<file path="src/hdl/ffsa_pkg.sv">
// shared types and constants of the first-fit sub-allocator
package ffsa_pkg;

  localparam int MAX_ALLOCS_DEF = 64;
  localparam int MAX_BUFFERS = 8;
  localparam int BUF_W = 3;
  localparam int NB_W = 4;

  localparam logic [1:0] CMD_ALLOC = 2'd0;
  localparam logic [1:0] CMD_FREE  = 2'd1;
  localparam logic [1:0] CMD_TICK  = 2'd2;

  localparam logic [2:0] ST_OK       = 3'd0;
  localparam logic [2:0] ST_NO_SPACE = 3'd1;
  localparam logic [2:0] ST_FULL     = 3'd2;
  localparam logic [2:0] ST_NOTFOUND = 3'd3;
  localparam logic [2:0] ST_PENDING  = 3'd4;

  localparam logic [1:0] REG_INIT_BUFS = 2'd0;
  localparam logic [1:0] REG_BUF_BYTES = 2'd1;
  localparam logic [1:0] REG_FREE_DLY  = 2'd2;
  localparam logic [1:0] REG_CAN_GROW  = 2'd3;

  typedef enum logic [2:0] {
    S_IDLE,
    S_DISPATCH,
    S_SCAN,
    S_PLACE,
    S_TICK,
    S_COMPACT,
    S_FINISH
  } state_t;

  typedef enum logic [2:0] {
    C_HOLD,
    C_ROT,
    C_INS,
    C_MARK,
    C_COMP
  } cell_op_t;

  typedef struct packed {
    logic             valid;
    logic             pending;
    logic [2:0]       frames;
    logic [BUF_W-1:0] buf_idx;
    logic [31:0]      off;
    logic [31:0]      len;
  } entry_t;

  typedef struct packed {
    cell_op_t         op;
    entry_t           ent;
    logic [BUF_W-1:0] key_buf;
    logic [31:0]      key_off;
    logic [2:0]       free_delay;
  } cell_ctl_t;

endpackage

</file>
<file path="src/hdl/ffsa_cell.sv">
// one table cell: holds an allocation, shifts, inserts, compacts, matches and marks
module ffsa_cell (
  input  logic              clk,
  input  logic              rst,
  input  ffsa_pkg::cell_ctl_t ctl,
  input  ffsa_pkg::entry_t  prev_e,
  input  logic              prev_gt,
  input  ffsa_pkg::entry_t  next_e,
  input  logic              hole_in,
  output ffsa_pkg::entry_t  ent,
  output logic              gt,
  output logic              hole_out,
  output logic              match
);
  import ffsa_pkg::*;

  entry_t ent_next;

  assign gt = !ent.valid || ({ent.buf_idx, ent.off} > {ctl.ent.buf_idx, ctl.ent.off});
  assign hole_out = hole_in || !ent.valid;
  assign match = ent.valid && (ent.buf_idx == ctl.key_buf) && (ent.off == ctl.key_off);

  always_comb begin
    ent_next = ent;
    case (ctl.op)
      C_ROT: ent_next = next_e;
      C_INS: begin
        if (gt) ent_next = prev_gt ? prev_e : ctl.ent;
      end
      C_MARK: begin
        if (match) begin
          ent_next.pending = 1'b1;
          ent_next.frames = ctl.free_delay;
        end
      end
      C_COMP: begin
        if (hole_out) ent_next = next_e;
      end
      default: ent_next = ent;
    endcase
  end

  always_ff @(posedge clk) begin
    if (rst) begin
      ent.valid <= 1'b0;
      ent.pending <= 1'b0;
    end else begin
      ent <= ent_next;
    end
  end

endmodule

</file>
<file path="config.mk">
export PLATFORM = sky130hd
export DESIGN_NAME = ffsa_cell
export DESIGN_NICKNAME = d
export VERILOG_FILES = /design/src/hdl/ffsa_pkg.sv /design/src/hdl/ffsa_cell.sv
export SDC_FILE = /design/constraint.sdc
export NUM_CORES = 1
export LEC_CHECK = 0
export ABC_AREA = 1
export BUFFER_PORTS_ARGS = -buffer_cell sky130_fd_sc_hd__buf_4
export CORE_AREA = 2 2 129 131
export DETAILED_ROUTE_END_ITERATION = 10
export DIE_AREA = 0 0 131 133
export PLACE_DENSITY = 0.67
export SLEW_MARGIN = 20
export SYNTH_ARGS = -nofsm -noshare
export SYNTH_HDL_FRONTEND = slang
export SYNTH_SLANG_ARGS = --single-unit
</file>
<file path="constraint.sdc">
create_clock -name clk -period 6.5 [get_ports clk]
set_input_delay 1.3 -clock clk [delete_from_list [all_inputs] [get_ports clk]]
set_output_delay 1.3 -clock clk [all_outputs]
set_load 0.01 [all_outputs]
</file>
# Word level (Yosys, flattened, before mapping)

Index checks and enable logic that the tools add are counted.

Logic and storage cells: 35
Flip-flop bits (word level): 72
Input bits: 261

Bitwise operators: 1
Eq/ne operators: 9
Multiplexer cells: 7
Magnitude comparators: 1
Reductions and logical operators: 11

Operators with widths:

| kind                                                                  | count |
|---|---|
| 72-bit 2-to-1 mux                                                     | 3 |
| 67-bit one-hot mux with 3 select lines                                | 1 |
| 35-bit > comparator                                                   | 1 |
| 32-bit equality test                                                  | 1 |
| 4-bit one-hot mux with 4 select lines                                 | 1 |
| 4-bit AND reduction                                                   | 2 |
| 3-bit by 2-bit equality test with 1-bit output, second input constant | 2 |
| 2-bit inequality test, second input constant                          | 3 |
| 5-bit AND reduction                                                   | 1 |
| 4-bit 2-to-1 mux                                                      | 1 |
| 4-bit nonzero test                                                    | 1 |
| 3-bit by 1-bit equality test with 1-bit output, second input constant | 1 |
| 3-bit equality test                                                   | 1 |
| 3-bit equality test, second input constant                            | 1 |
| 1-bit one-hot mux with 3 select lines                                 | 1 |
| 3-bit AND reduction                                                   | 1 |
| 3-bit nonzero test                                                    | 1 |
| 1-bit logical AND                                                     | 2 |
| 1-bit logical OR                                                      | 2 |
| 1-bit logical NOT                                                     | 1 |
| 1-bit NOT                                                             | 1 |

# Logic depth before layout (Yosys ltp)

Word-level depth: 5
Mapped depth: 18
Mapped depth without buffers: 18

# Least setup slack after synthesis

OpenSTA, ideal clock, no wires.

Kind: input-to-reg
Start: input ctl[104] (netlist bit)
End: register ent[0] (netlist bit) (enable)
Path slack: 0.825 ns
Buffers on the path: 0
Stages: 14
Arrival time: 5.183 ns
Path through: inv_1 -> ha_1 -> nand2_2 -> nor2_4 -> nand3_1 -> nor2_2 -> nand2_1 -> nand2_1 -> nor2_1 -> nand2_1 -> nand2_2 -> nand3_2 -> nand3_2 -> nor2_1

Longest elaborated chain between the ends: 4

Ends and longest elaborated chain:

| item                                   | RTL line        | RTL |
|---|---|---|
| start, declared                        | ffsa_cell.sv:5  | `input ffsa_pkg::cell_ctl_t ctl,` |
| 35-bit > comparator                    | ffsa_cell.sv:19 | `assign gt = !ent.valid \|\| ({ent.buf_idx, ent.off} > {ctl.ent.buf_idx, ctl.ent.off});` |
| 1-bit logical OR                       | ffsa_cell.sv:19 |  |
| 2-bit inequality test (no source line) | --              |  |
| 4-bit AND reduction (no source line)   | --              |  |
| end signal, assigned                   | ffsa_cell.sv:48 | `ent <= ent_next;` |
| end, declared                          | ffsa_cell.sv:10 | `output ffsa_pkg::entry_t ent,` |

No other way between the ends.
A chain may end at the register's enable or synchronous reset.

# Worst setup path after layout

Start: input ctl[88] (netlist bit)
End: output gt

Longest elaborated chain between the ends: 2

Ends and longest elaborated chain:

| item                | RTL line        | RTL |
|---|---|---|
| 35-bit > comparator | ffsa_cell.sv:19 |  |
| 1-bit logical OR    | ffsa_cell.sv:19 |  |
| end, declared       | ffsa_cell.sv:11 | `output logic gt,` |

No other way between the ends.

==> impl_metrics.ini <==
[floorplanning]
rows = 47
die_h_um = 133
initial_core_util = 0.345
pin_count = 336
core_area_um2 = 16200
die_x_um = 131
dieArea_um2 = 17400

[sta]
period_needed_ns = 4.10
rsz0062_at_grt = false
setup_tns_ns = 0
min_period_over_period = 0.630
slew_headroom = 0.386
worst_pin_slew_ns = 0.921
fmax_ghz = 0.244
setup_viol = 0
hold_violations = 0
fin_skew_ns = 0.00638
slew_viol_final = 0

[layout]
area_delta_synth_final_pct = 53.4
reg_top3 = ent: 72 flops
largest_reg_flops = 72
n_antenna_cell = 0
design_area_um2 = 8560
finalCoreUtilization = 0.530
drive_above_1_share = 0.335
layout.nets = 1398
regMostFlops = ent

[global_routing]
grt_max_degree = 74
grt_first_pass_wirelength_um = 30900
grt_usage = 0.232
overflow = 0
grt_pass1_vias = 6097
antenna_found_initial = 0

[placement]
hpwl_um = 16100
gp_congestion = 0.909
postPlaceCellArea_um2 = 8280
port_buffers = 335

[routing]
routed_via_density = 4.71
post-route-drc-count = 0
vias = 6251
firstDrtPassIters = 5
wl_per_cell_um = 15.3
initialDrtViolationCount = 273
wirelength_um = 20300
antenna_left = 0

[synthesis]
synth_warnings = 0
synth_seq_cells = 72
synth_nets = 1078
synth_top_area_share = 0.377
synth_edf_count = 70
async_flop_share = 0
yosysSeqAreaShare = 0.384
synthFlopType = edfxtp_1
synth_cells = 782
synth_area_um2 = 5580
synthTopCellsByArea = edfxtp_1, nand2_1, nor2_1
yosysTopAreaCell = edfxtp_1
yosysUniqueCellTypes = 37
avgSynthCellArea_um2 = 7.14

[worst_setup_path]
worstPathRequired_ns = 5.20
cp-startpoint = ctl[88]
slowest_delay_ns = 0.28
cp-start-kind = primary input
critPathCapture = gt
worstReg2RegEnd = ent[50]
crit_chain = buf_4, inv_1, ha_1, nand2_1, nor2_2, inv_1, nor3_2, nand2_1, nand2_1, nand2_1, nand2_1, nand2_2, nand2_1, buf_4
reg2reg_depth = 14
rr_startpoint = ent[58]
path_class = in -> out
critPathSlowestCell = ha_1
cp_max_fo = 2
ff2ff_setup_slack_ns = 3.39
cp.arrival_ns = 2.80
cp-end-kind = primary output
crit_top_cell = nand2_1

[power_and_ir_drop]
power_mw = 1.41
vdd_drop_max_mv = 0.111
power.density_nw_per_um2 = 164
p_leak_nw = 4.28

[clock_tree]
cts_buffer_depth = 2
htree_levels = 3
postCtsHoldBufs = 0
clock-root-buffer = clkbuf_16
cts_resized = 0
cts_setup_buffers = 0
cts-buffers-inserted = 9
clock_latency_ns = 0.33
clk_pin_slew_ns = 0.06
cts_tree = yes
clock-sinks = 72

[job]
maxCapViolCount = 0

[min_path]
min_path_type = reg -> reg

[run_status]
status = complete, no violations
[synth_stat cells (4+ instances only)]
cell type and count:
inv_1 102, o2111ai_1 4, a31oi_1 69, nand3_1 11, buf_2 18, nand2_1 259
clkbuf_1 11, xnor2_1 10, a21oi_1 15, inv_2 4, nand4_1 13, ha_1 35
nor2_1 118, edfxtp_1 70
[where the power goes]
group	internal (mW)	total [mW]	switching (mW)	leakage, nW
logic	0.187	0.359	0.171	3.49
clock network	0.296	0.496	0.201	0.140
registers	0.537	0.552	0.0147	0.657
total	1.02	1.41	0.387	4.28
[worst min path at each step]
stage | from | end | slack, ns | depth (start not counted)
global placement | ent[70] | ent[70] | 0.51 | 4
CTS | ent[70] | ent[70] | 0.53 | 4
finish | ent[70] | ent[70] | 0.53 | 4
global route | ent[70] | ent[70] | 0.61 | 4
floorplan | ent[70] | ent[70] | 0.53 | 4
detailed placement | ent[70] | ent[70] | 0.52 | 4
[layout by cell type (no fill, tap or decap), types with 3 or more instances in the layout]
cell | netlist | final
ha_1 | 35 | 35
a21oi_1 | 15 | 15
nand3_1 | 11 | 11
inv_2 | 4 | 4
buf_4 | 0 | 339
nor2_1 | 118 | 117
o2111ai_1 | 4 | 4
o311ai_0 | 3 | 3
nand2_1 | 259 | 259
o21ai_0 | 3 | 3
a31oi_1 | 69 | 69
clkbuf_16 | 0 | 9
nor4_1 | 3 | 3
nand3_2 | 3 | 3
edfxtp_1 | 70 | 70
or2_1 | 3 | 3
clkinv_1 | 3 | 4
nand4_1 | 13 | 13
xnor2_1 | 10 | 10
inv_1 | 102 | 102
[per-layer routing]
| layer | global-route usage | part of all wire | vias up |
|---|---|---|---|
| li1 | - | - | 3204 |
| met1 | 0.271 | 0.40 | 2776 |
| met2 | 0.403 | 0.49 | 236 |
| met3 | 0.0578 | 0.077 | 35 |
| met4 | 0.0875 | 0.029 | 0 |
| met5 | 0 | 0 | - |
[critical path, delay by kind of cell]
family | cells | cell delay, ns
AND/OR/NAND/NOR | 9 | 0.87
adder cells (fa/ha/maj) | 1 | 0.28
buffers and inverters | 4 | 0.33
[kinds of logic (layout without fill, tap and decap cells)]
logic type	Yosys count	after routing	synth area share
xor+xnor	11	11	0.0173
fa+ha+maj	35	35	0.0784
simple gates	425	425	0.311
buf+inv	139	464	0.0975
compound gates	100	100	0.112
flops	72	72	0.384
[cell type report]
class | instances | area, µm²
sequential | 72 | 2140
multi-input combinational | 571 | 2900
tap | 220 | 275
inverter | 109 | 409
fill | 1617 | 7610
clock buffer | 10 | 229
clock inverter | 6 | 60.1
timing repair buffer | 339 | 2540
[through the flow]
| step | instances | hold slack (ns) | setup WS [ns] |
|---|---|---|---|
| floorplan | 782 | 0.533 | 0.825 |
| global placement | 1311 | 0.511 | 2.42 |
| detailed placement | 1311 | 0.516 | 2.41 |
| CTS | 1327 | 0.532 | 2.40 |
| global route | 1327 | 0.605 | 2.27 |
| finish | 1327 | 0.526 | 2.40 |
Note: power is estimated with default switching activity, not from simulation.
